File: src/hfq_pkg.sv
`timescale 1ns / 1ps
// Shared constants, types and helpers for the heightfield height query block.
// No dependencies; imported by every module of the block.
package hfq_pkg;

    localparam int DEF_GRID_SIZE = 128;
    localparam int DEF_FRAC_BITS = 8;

    localparam int CELL_W     = 7;
    localparam int BYTE_W     = 8;
    localparam int POS_W      = 16;
    localparam int HEIGHT_W   = 5;
    localparam int OUT_W      = 13;
    localparam int S_TDATA_W  = 56;
    localparam int M_TDATA_W  = 16;

    localparam logic CMD_WRITE = 1'b0;
    localparam logic CMD_QUERY = 1'b1;

    typedef struct packed {
        logic load;
        logic step;
    } t_mac_ctl;

    // truncated divide by ten for 0..255: (b * 205) >> 11
    function automatic logic [HEIGHT_W-1:0] div10(input logic [BYTE_W-1:0] b);
        logic [18:0] prod;
        prod = 19'(b) * 19'd205;
        return prod[11 +: HEIGHT_W];
    endfunction

endpackage

File: src/hfq_mac.sv
`timescale 1ns / 1ps
// Shared multiply-accumulate unit: loads acc with base << FRAC_BITS, or does acc += (h - base) * factor.
// Depends on hfq_pkg.
module hfq_mac
    import hfq_pkg::*;
#(
    parameter int FRAC_BITS = DEF_FRAC_BITS
) (
    input  logic                               i_clk,
    input  t_mac_ctl                           i_ctl,
    input  logic [HEIGHT_W-1:0]                i_base,
    input  logic [HEIGHT_W-1:0]                i_h,
    input  logic [FRAC_BITS:0]                 i_fac,
    output logic signed [HEIGHT_W+FRAC_BITS+1:0] o_acc
);

    localparam int ACC_W  = HEIGHT_W + FRAC_BITS + 2;
    localparam int DIFF_W = HEIGHT_W + 1;
    localparam int PROD_W = DIFF_W + FRAC_BITS + 2;

    logic signed [DIFF_W-1:0]  diff;
    logic signed [PROD_W-1:0]  prod;
    logic signed [ACC_W-1:0]   r_acc;
    logic signed [ACC_W-1:0]   n_acc;

    always_comb begin
        diff = $signed({1'b0, i_h}) - $signed({1'b0, i_base});
        prod = PROD_W'(diff) * $signed(PROD_W'({1'b0, i_fac}));
        n_acc = r_acc;
        if (i_ctl.load) begin
            n_acc = $signed(ACC_W'({i_base, {FRAC_BITS{1'b0}}}));
        end else if (i_ctl.step) begin
            n_acc = r_acc + ACC_W'(prod);
        end
    end

    always_ff @(posedge i_clk) begin
        r_acc <= n_acc;
    end

    assign o_acc = r_acc;

endmodule

File: config.mk
export PLATFORM = sky130hd
export DESIGN_NAME = hfq_mac
export DESIGN_NICKNAME = d
export VERILOG_FILES = /design/src/hfq_pkg.sv /design/src/hfq_mac.sv
export SDC_FILE = /design/constraint.sdc
export NUM_CORES = 1
export LEC_CHECK = 0
export BUFFER_PORTS_ARGS = -buffer_cell sky130_fd_sc_hd__buf_2
export CORE_UTILIZATION = 55
export DETAILED_ROUTE_END_ITERATION = 8
export GPL_TIMING_DRIVEN = 0
export HOLD_SLACK_MARGIN = 0.15
export PLACE_DENSITY_LB_ADDON = 0.15
export SLEW_MARGIN = 20
export SYNTH_ARGS = -nofsm -noshare
export SYNTH_HDL_FRONTEND = slang
export SYNTH_SLANG_ARGS = --single-unit
File: constraint.sdc
create_clock -name i_clk -period 5 [get_ports i_clk]
set_input_delay 0.25 -clock i_clk [delete_from_list [all_inputs] [get_ports i_clk]]
set_output_delay 0.25 -clock i_clk [all_outputs]
set_load 0.03 [all_outputs]
# ---- After elaboration in Yosys (flattened, before gate mapping)
# Index checks and enable logic that the tools add are counted.
dict set report totals {
  regBits 15
  inputBits 22
  out_inout_bits 15
}
dict set report classes {
  n_addsub 2
  multipliers 1
  n_mux 2
  reduce_logical 1
}
# op count
set ops {}
lappend ops {{2-to-1 mux 13 bit} 2}
lappend ops {{adder 15 bit} 1}
lappend ops {{multiplier 6 x 10 -> 15 bit} 1}
lappend ops {{subtractor 5 x 5 -> 6 bit} 1}
lappend ops {{nonzero test 2 bit} 1}

# ---- Depth between registers and ports, before layout
# Gate-level depths: netlist (run 1).
dict set report depth {
  depth_word 5
  ltp_mapped 22
  mapped_depth_nobuf 22
}

# ---- Least setup slack after synthesis (run 1)
# Ideal clock, no wire load.
dict set report synth_timing {
  path_type {input to register}
  start {in i_h[0]}
  end {reg r_acc[12] (netlist: o_acc[12]), data pin}
  arrival_time_ps 4827
  required_time_ps 4735
  setup_slack_ps -91
  path_stages 21
  path_cell_list {inv_1 ha_1 inv_1 fa_1 a21o_1 a21oi_1 xnor2_1 nand2_1 fa_1 fa_1 inv_1 fa_1 inv_1 fa_1 inv_1 ha_1 o211ai_1 o211ai_1 a21boi_1 xor2_1 o21ai_0}
}
dict set report synth_via {
  elab_chain_len 5
}
# element line
set synth_rtl {}
lappend synth_rtl {{from (decl)} hfq_mac.sv:12} ;# input logic [HEIGHT_W-1:0] i_h,
lappend synth_rtl {{subtractor 5 x 5 -> 6 bit} hfq_mac.sv:27} ;# diff = $signed({1'b0, i_h}) - $signed({1'b0, i_base});
lappend synth_rtl {{multiplier 6 x 10 -> 15 bit} hfq_mac.sv:28} ;# prod = PROD_W'(diff) * $signed(PROD_W'({1'b0, i_fac}));
lappend synth_rtl {{adder 15 bit} hfq_mac.sv:33} ;# n_acc = r_acc + ACC_W'(prod);
lappend synth_rtl {{2-to-1 mux 13 bit} hfq_mac.sv:32} ;# end else if (i_ctl.step) begin
lappend synth_rtl {{2-to-1 mux 13 bit} hfq_mac.sv:30} ;# if (i_ctl.load) begin
lappend synth_rtl {{via n_acc[12]} hfq_mac.sv:24} ;# logic signed [ACC_W-1:0] n_acc;
lappend synth_rtl {{to (signal assigned)} hfq_mac.sv:38} ;# r_acc <= n_acc;
lappend synth_rtl {{to (decl)} hfq_mac.sv:23} ;# logic signed [ACC_W-1:0] r_acc;
# The timed path passes the listed nets, and every way through them passes these cells. The select of a mux whose other input is x is not followed.
# A chain may end at the register's enable or synchronous reset.

# ---- Worst setup path after layout (run 1)
dict set report layout_timing {
  start {in i_h[0]}
  end {reg r_acc[8] (netlist: o_acc[8]), data pin}
}
# Same word-level chain as after synthesis.

==> results of run 1 <==
==> cell usage after synthesis (all sizes together) (5+ instances only) <==
| master | instances |
|---|---|
| a21oi | 17 |
| and2 | 27 |
| dfxtp | 10 |
| edfxtp | 5 |
| fa | 42 |
| ha | 42 |
| inv | 90 |
| mux2i | 6 |
| nand2 | 22 |
| nand3 | 5 |
| nor2 | 18 |
| nor2b | 8 |
| o21ai | 11 |
| xnor2 | 8 |
==> timing repair <==
action / CTS / global route
resized for setup: 28 / 31
pin swaps: 19 / 39
hold endpoints to repair: 0 / 0
buffers inserted: 4 / 9
gates cloned: 1 / 0
setup endpoints to repair: 8 / 8
==> cells by family (layout without fill, tap and decap cells) <==
logic type,count (synthesis),count (layout),share of synthesized area (%)
muxes,6,6,1.97
and+or+nand+nor,94,94,15.8
AOI/OAI and AO/OA,51,51,10.6
buffers and inverters,94,146,11.6
DFF,15,15,11.5
adders and majority gates,84,84,44.7
xor gates and xnor gates,12,13,3.89
==> cell type report <==
type | instances | share of cell area, %
inverters | 90 | 9.06
repair buffers | 48 | 7.97
multi-input cells | 248 | 69.5
flip-flops and latches | 15 | 9.26
clock buffers | 4 | 1.19
plain buffers | 4 | 0.694
well taps | 70 | 2.31
==> worst register-to-register path, cell delays in order, from the launching register on <==
cell and delay [ps]:
dfxtp_1 360, fa_1 520, fa_1 560, inv_1 50, fa_1 520, inv_2 60, ha_4 230, o211ai_1 250
buf_4 170, o21ai_2 70, buf_4 150, xnor2_1 160, o21ai_0 120
==> routing by layer <==
metal	GRT usage (%)	vias to the layer above	share of wire, %
met4	6.35	0	2.6
met3	2.04	21	4.0
li1	-	1225	-
met5	0	-	0
met2	46.9	76	49
met1	37.3	1239	44
==> final timing paths <==
check,from,to,slack (ps),cells after the start
min,i_base[4],o_acc[12],310,3
max,i_h[0],o_acc[8],-130,23
max reg2reg,o_acc[5],o_acc[8],1500,12
min reg2reg,o_acc[14],o_acc[14],490,2
==> through the flow <==
step / area, um2 / setup slack [ps] / utilization (%) / std cells
after floorplan: 3080 / -7.80 / - / 356
after global placement: 3340 / -573 / 63.9 / 461
after detailed placement: 3340 / -670 / 63.9 / 461
after CTS: 3610 / -5.49 / 68.9 / 470
after global routing: 3780 / -212 / 72.2 / 479
final: 3780 / -126 / 72.2 / 479
==> qor.csv, run 1 <==
stage,metric,value,unit
outcome,status,finished with violations,
outcome,failing checks,negative setup slack,
global_routing,largest net degree at the start of global routing,11,
synthesis,synth unique cells,38,
timing,post-route minimum period,5130,ps
timing,post-layout worst setup margin,-126,ps
timing,TNS Setup,-224,ps
route,Residual DRC,0,
timing,WHS,315,ps
min_path,Hold Path Class,input pin to flip-flop,
cts,Max Root-Sink Buffers,2,
cells_and_area,max reg flops,15,
critical_path,crit-path cells,buf_6 -> inv_4 -> ha_4 -> inv_4 -> fa_2 -> a21o_1 -> a21oi_4 -> xnor2_4 -> buf_6 -> and2_4 -> fa_2 -> fa_1 -> inv_1 -> fa_1 -> fa_1 -> inv_2 -> ha_4 -> o211ai_1 -> buf_4 -> o21ai_2 -> buf_4 -> xnor2_1 -> o21ai_0,
cells_and_area,ANT cells,0,
critical_path,CP max stage cell,fa_1,
timing,Worst Tran Pin Value,495,ps
synthesis,"EDFF count, synth",5,
synthesis,area share of the largest cell type after synthesis,27.5,%
critical_path,crit-path leading delay family,adder cells,
floorplanning,Starting Density,58.3,%
cells_and_area,layout cell share with drive strength beyond 1,23.5,%
cells_and_area,combined area of the multi-input logic cells,2630,um2
cells_and_area,Fillers,391,
critical_path,CP Max Fanout,5,
synthesis,Ys Warns,0,
critical_path,CP endpoint kind,flip-flop,
route,Vias/cell,5.35,
floorplanning,total core area,5240,um2
synthesis,asr flop ratio synth,0,%
route,number of DRC markers in iteration 0,129,
critical_path,"Data arrival, critical path",5100,ps
placed_design,RD Place Congestion,0.817,
synthesis,Main synth FF type,dfxtp_1,
timing,RSZ-0062 raised after global routing,true,
timing,Clock Skews,1.24,ps
cts,Root Driver,clkbuf_8,
global_routing,GR Overflow Total,0,
floorplanning,Rows,26,
timing,Tcrit/Tclk final,103,%
critical_path,CP required,4970,ps
cts,CTS H-Tree Depth,1,
floorplanning,Die Y,76.5,um
route,post-route ant nets,0,
global_routing,vias in the first global route,2674,
critical_path,Critical Path Max Stage Delay,560,ps
cells_and_area,register area,350,um2
route,WL/cell,15.2,um
timing,Slew Limit Headroom,67.0,%
synthesis,synthesized net count,462,
synthesis,sequential area share after synthesis,11.5,%
cts,total CTS buffers,3,
floorplanning,width of the die,76.5,um
route,Routed WL,7290,um
cells_and_area,# nets final,516,
critical_path,Buf/Inv on CP,8,
global_routing,antenna violations before repair,0,
critical_path,most frequent cell on the critical path,fa_1,
synthesis,post-synth top area cell,fa_1,
synthesis,Post-Syn Area,3060,um2
timing,Final setup viols,2,
cells_and_area,"commonest non-fill, non-tap cell in the layout",inv_1,
synthesis,mean post-synth cell area,8.58,um2
global_routing,All-Layer GR Usage,27.2,%
route,TritonRoute pass-1 iters,5,
cells_and_area,area grow syn2layout,23.8,%
cts,Sinks on Clock Net,15,
timing,Slew Limit Fails,0,
timing,fmax,195,MHz
run,Max-Cap Viols,0,
cts,clock latency on the worst-skew pair,250,ps
synthesis,Mapped Cells,356,
global_routing,first-pass GRT wire length,12500,um
floorplanning,I/O pin total,37,
critical_path,Crit Path Class,input pin to flip-flop,
cts,Clock transition at path regs,60,ps
timing,Final Hold Vio Count,0,
synthesis,leading post-synthesis cells by cell area,"fa_1, ha_1, inv_1, dfxtp_1, and2_1",
placed_design,dpl hpwl,5580,um
cts,CTS Hold Buffers Added,0,
synthesis,synthesized flop and latch total,15,
critical_path,CP Launch Type,input pin,
floorplanning,full die area,5860,um2
placed_design,IO buf count,35,
route,vias,2561,
cells_and_area,most frequent cells in the layout,"inv_1, fa_1, buf_2, ha_1, and2_1",
cts,CTS tree,done,
Power of run 1 is left out: the tool's default activity adds up to more than one toggle a clock period on the data nets, which glitch-free logic cannot reach.
==> run 2: changes to the inputs <==
--- a/config.mk
+++ b/config.mk
@@ -10,6 +10,7 @@
 export DETAILED_ROUTE_END_ITERATION = 8
 export GPL_TIMING_DRIVEN = 0
 export HOLD_SLACK_MARGIN = 0.15
+export MAX_ROUTING_LAYER = met4
 export PLACE_DENSITY_LB_ADDON = 0.15
 export SLEW_MARGIN = 20
 export SYNTH_ARGS = -nofsm -noshare
==> run 2 against run 1 <==
  * The flow still finishes with violations (negative setup slack)
  * Utilization stayed put
  * Cell count stayed put
  * Clock skew is 1.8 ps higher
  * Die area stayed put
  * Critical path depth stayed put
  * Non-clock buffer count stayed put
  * Hold slack worse by 0.98 ps
  * Flip-flop and latch count stayed put
  * Count of clock-buffer cells in the layout stayed put
  * Cell area stayed put
  * Sequential share of layout area stayed put
  * First-iteration DRC count is 27% lower
  * Critical path type unchanged
  * Largest cell class unchanged
==> qor.csv, run 2 (same netlist as run 1, synthesis figures left out) <==
stage,metric,value,unit,change
cells_and_area,max reg flops,15,,unchanged
timing,Clock Skews,3.02,ps,+1.78 ps
cts,CTS tree,done,,
route,post-route ant nets,0,,unchanged
cts,clock latency on the worst-skew pair,250,ps,about the same
critical_path,Crit Path Class,input pin to flip-flop,,
placed_design,IO buf count,35,,unchanged
cts,Clock transition at path regs,60,ps,about the same
timing,Worst Tran Pin Value,497,ps,+2.32 ps
route,Routed WL,7310,um,+0.22%
cells_and_area,"commonest non-fill, non-tap cell in the layout",inv_1,,
route,TritonRoute pass-1 iters,5,,unchanged
critical_path,CP Max Fanout,5,,unchanged
floorplanning,full die area,5860,um2,unchanged
global_routing,largest net degree at the start of global routing,11,,unchanged
timing,fmax,196,MHz,+0.37%
floorplanning,Die Y,76.5,um,unchanged
critical_path,CP required,4980,ps,about the same
placed_design,RD Place Congestion,0.829,,+1.5%
cells_and_area,most frequent cells in the layout,"inv_1, fa_1, buf_2, ha_1, and2_1",,
route,WL/cell,15.3,um,+0.22%
run,Max-Cap Viols,0,,unchanged
cells_and_area,ANT cells,0,,unchanged
cts,Max Root-Sink Buffers,2,,unchanged
critical_path,CP endpoint kind,flip-flop,,
min_path,Hold Path Class,input pin to flip-flop,,
cells_and_area,layout cell share with drive strength beyond 1,23.5,%,unchanged
route,vias,2564,,+0.12%
route,Residual DRC,0,,unchanged
cts,CTS H-Tree Depth,1,,unchanged
cells_and_area,combined area of the multi-input logic cells,2630,um2,unchanged
timing,Tcrit/Tclk final,102,%,-0.38 points
timing,Final setup viols,2,,unchanged
cells_and_area,area grow syn2layout,23.8,%,unchanged
cts,Root Driver,clkbuf_8,,
cts,total CTS buffers,3,,unchanged
global_routing,All-Layer GR Usage,28.1,%,+0.82 points
cts,Sinks on Clock Net,15,,unchanged
cells_and_area,Fillers,391,,unchanged
global_routing,vias in the first global route,2672,,-0.075%
timing,Slew Limit Headroom,66.9,%,-0.15 points
global_routing,first-pass GRT wire length,12600,um,+0.11%
floorplanning,Rows,26,,unchanged
cells_and_area,register area,350,um2,unchanged
critical_path,CP Launch Type,input pin,,
timing,WHS,314,ps,-0.978 ps
timing,RSZ-0062 raised after global routing,true,,
floorplanning,Starting Density,58.3,%,unchanged
critical_path,"Data arrival, critical path",5080,ps,-20 ps
timing,Slew Limit Fails,0,,unchanged
floorplanning,total core area,5240,um2,unchanged
global_routing,GR Overflow Total,0,,unchanged
cells_and_area,# nets final,516,,unchanged
floorplanning,I/O pin total,37,,unchanged
route,number of DRC markers in iteration 0,94,,-27%
outcome,failing checks,negative setup slack,,
timing,Final Hold Vio Count,0,,unchanged
global_routing,antenna violations before repair,0,,unchanged
placed_design,dpl hpwl,5580,um,unchanged
outcome,status,finished with violations,,
cts,CTS Hold Buffers Added,0,,unchanged
floorplanning,width of the die,76.5,um,unchanged
route,Vias/cell,5.35,,+0.12%
timing,post-route minimum period,5110,ps,-19.0 ps
timing,post-layout worst setup margin,-107,ps,+19.0 ps
[run 2: what timing repair did]
item | 4_1_cts | 5_1_grt
gates resized for setup | 28 | 31
endpoints found under the setup margin | 8 | 8
endpoints found under the hold margin | 0 | 0
gates cloned | 1 | 0
pin swaps | 19 | 38
buffers inserted | 4 | 9
[run 2: layout make-up]
| type | count | share of cell area, % |
|---|---|---|
| inverters | 90 | 9.06 |
| repair buffers | 48 | 7.97 |
| flip-flops and latches | 15 | 9.26 |
| multi-input cells | 248 | 69.5 |
| clock buffers | 4 | 1.19 |
| plain buffers | 4 | 0.694 |
| well taps | 70 | 2.31 |
[run 2: final timing paths]
path | from | slack (ps) | endpoint | depth (start not counted)
min reg2reg | o_acc[14] | 490 | o_acc[14] | 2
max | i_h[0] | -110 | o_acc[8] | 23
min | i_base[4] | 310 | o_acc[12] | 3
max reg2reg | o_acc[5] | 1510 | o_acc[8] | 12
[run 2: worst max-delay path, stage by stage]
cell and delay, ps:
buf_6 100, inv_4 50, ha_4 140, inv_4 30
fa_2 380, a21o_1 220, a21oi_4 250, xnor2_4 190
buf_6 130, and2_4 120, fa_2 450, fa_1 560
inv_1 50, fa_1 450, fa_1 520, inv_2 50
ha_4 280, o211ai_1 120, buf_4 160, o21ai_2 180
buf_4 150, xnor2_1 120, o21ai_0 120
[run 2: metrics by stage]
step	cells	instance area [um2]	worst slack [ps]	utilization [%]	setup TNS, ps
finish	479	3780	-107	72.2	-198
global route	479	3780	-212	72.2	-936
CTS	470	3610	-5.49	68.9	-6.23
detailed placement	461	3340	-670	63.9	-4400
global placement	461	3340	-573	63.9	-3490
floorplan	356	3080	-7.80	-	-14.4
[run 2: metal layers]
metal,track usage [%],vias up,part of all wire [%]
met5,-,-,0
met4,6.35,0,2.5
met3,2.04,18,5.1
met2,46.8,76,49
met1,37.4,1247,43
li1,-,1223,-
Power of run 2 is left out for the same reason.
==> run 3: changes to the inputs <==
--- a/config.mk
+++ b/config.mk
@@ -6,7 +6,7 @@
 export NUM_CORES = 1
 export LEC_CHECK = 0
 export BUFFER_PORTS_ARGS = -buffer_cell sky130_fd_sc_hd__buf_2
-export CORE_UTILIZATION = 55
+export CORE_UTILIZATION = 30
 export DETAILED_ROUTE_END_ITERATION = 8
 export GPL_TIMING_DRIVEN = 0
 export HOLD_SLACK_MARGIN = 0.15
==> run 3 against run 2 <==
  * The run now ends clean
  * Die area is 81% higher
  * Clock skew is 0.95 ps higher
  * Non-clock buffer count is 1 higher
  * Cell area is 0.99% higher
  * Hold slack better by 20 ps
  * First-iteration DRC count is 46% lower
  * Via count is 6.2% lower
  * Worst setup slack better by 190 ps
==> qor.csv, run 3 (same netlist as run 1, synthesis figures left out) <==
stage,metric,value,unit,change
outcome,status,completed,,
route,WL/cell,13.6,um,-11%
cells_and_area,ANT cells,0,,unchanged
cts,Clock transition at path regs,60,ps,about the same
floorplanning,width of the die,103,um,+34%
cells_and_area,most frequent cells in the layout,"inv_1, fa_1, buf_2, ha_1, and2_1",,
placed_design,RD Place Congestion,0.796,,-4.0%
timing,Final Hold Vio Count,0,,unchanged
cts,clock latency on the worst-skew pair,250,ps,about the same
route,Residual DRC,0,,unchanged
placed_design,dpl ws,-707,ps,-37.2 ps
global_routing,largest net degree at the start of global routing,11,,unchanged
floorplanning,full die area,10600,um2,+81%
route,post-route ant nets,0,,unchanged
cts,Root Driver,clkbuf_8,,
timing,post-route minimum period,4920,ps,-187 ps
cells_and_area,max reg flops,15,,unchanged
critical_path,CP endpoint kind,flip-flop,,
critical_path,Crit Path Class,input pin to flip-flop,,
cts,CTS Hold Buffers Added,0,,unchanged
cells_and_area,Fillers,1041,,+170%
placed_design,IO buf count,35,,unchanged
timing,fmax,203,MHz,+3.8%
timing,Tcrit/Tclk final,98.4,%,-3.7 points
global_routing,All-Layer GR Usage,15.3,%,-13 points
timing,Final setup viols,0,,-2
timing,Slew Limit Headroom,65.1,%,-1.8 points
floorplanning,Starting Density,31.1,%,-27 points
timing,RSZ-0062 raised after global routing,true,,
placed_design,dpl hpwl,6090,um,+9.2%
cells_and_area,# nets final,516,,unchanged
min_path,Hold Path Class,input pin to flip-flop,,
cts,Sinks on Clock Net,15,,unchanged
floorplanning,total core area,9820,um2,+87%
run,Max-Cap Viols,0,,unchanged
cells_and_area,layout cell share with drive strength beyond 1,23.2,%,-0.24 points
cts,total CTS buffers,3,,unchanged
timing,post-layout worst setup margin,80.4,ps,+187 ps
route,Vias/cell,4.44,,-17%
critical_path,CP Max Fanout,7,,+2
cells_and_area,area grow syn2layout,25.1,%,
route,TritonRoute pass-1 iters,4,,-1
route,Routed WL,7360,um,+0.68%
route,number of DRC markers in iteration 0,51,,-46%
cts,CTS H-Tree Depth,1,,unchanged
floorplanning,I/O pin total,37,,unchanged
critical_path,CP required,4990,ps,about the same
floorplanning,Rows,36,,+38%
global_routing,antenna violations before repair,0,,unchanged
floorplanning,Die Y,103,um,+34%
cts,CTS tree,done,,
timing,Worst Tran Pin Value,524,ps,+27.3 ps
critical_path,"Data arrival, critical path",4910,ps,-170 ps
timing,Slew Limit Fails,0,,unchanged
critical_path,CP Launch Type,input pin,,
global_routing,first-pass GRT wire length,12000,um,-4.8%
cts,Max Root-Sink Buffers,2,,unchanged
global_routing,vias in the first global route,2335,,-13%
global_routing,GR Overflow Total,0,,unchanged
cells_and_area,"commonest non-fill, non-tap cell in the layout",inv_1,,
route,vias,2406,,-6.2%
timing,Clock Skews,3.97,ps,+0.952 ps
[run 3: critical path: stages]
cell and delay (ps):
buf_6 100, inv_4 40, ha_4 130, inv_2 30
fa_2 360, a21o_1 220, a21oi_4 200, xnor2_4 190
buf_6 150, nand2_2 50, fa_1 440, fa_1 500
inv_1 50, fa_1 480, inv_1 50, fa_1 490
inv_2 50, ha_4 230, o211ai_1 230, o211ai_1 180
a21boi_1 210, xor2_1 170, o21ai_1 100
[run 3: per-layer routing]
layer / global-route usage, % / routed length, um
met5: - / 0
met4: 2.93 / 69
met3: 1.02 / 217
met2: 23.6 / 3360
met1: 22.1 / 3710
[run 3: what timing repair did]
item	in CTS	in global routing
setup endpoints to repair	8	7
setup buffers	4	11
pin swaps	21	33
resized for setup	25	31
[run 3: final cells by class]
| type | instances | area (um2) | share of cell area [%] |
|---|---|---|---|
| Sequential cell | 15 | 350 | 9.17 |
| Buffer | 3 | 12.5 | 0.327 |
| Inverter | 90 | 340 | 8.91 |
| Multi-Input combinational cell | 247 | 2600 | 68.1 |
| Timing Repair Buffer | 50 | 303 | 7.92 |
| Clock buffer | 4 | 45.0 | 1.18 |
| Tap cell | 133 | 166 | 4.35 |
[run 3: worst paths after layout]
check                 start         to  slack (ps)  cells past startpoint
hold reg to reg   o_acc[14]  o_acc[14]         490                      2
setup / recovery     i_h[0]  o_acc[12]          80                     23
hold / removal    i_base[2]  o_acc[10]         330                      3
setup reg to reg   o_acc[5]  o_acc[12]        1600                     11
[run 3: stage by stage]
| step | hold slack [ps] | utilization [%] | std cells | area [um2] | TNS (ps) |
|---|---|---|---|---|---|
| after floorplan | 435 | - | 356 | 3080 | -14.4 |
| after global placement | 481 | 34.9 | 524 | 3420 | -4690 |
| after detailed placement | 488 | 34.9 | 524 | 3420 | -4320 |
| after CTS | 329 | 37.0 | 532 | 3630 | 0 |
| after global routing | 336 | 38.9 | 542 | 3820 | -261 |
| final | 334 | 38.9 | 542 | 3820 | 0 |
Power of run 3 is left out for the same reason.
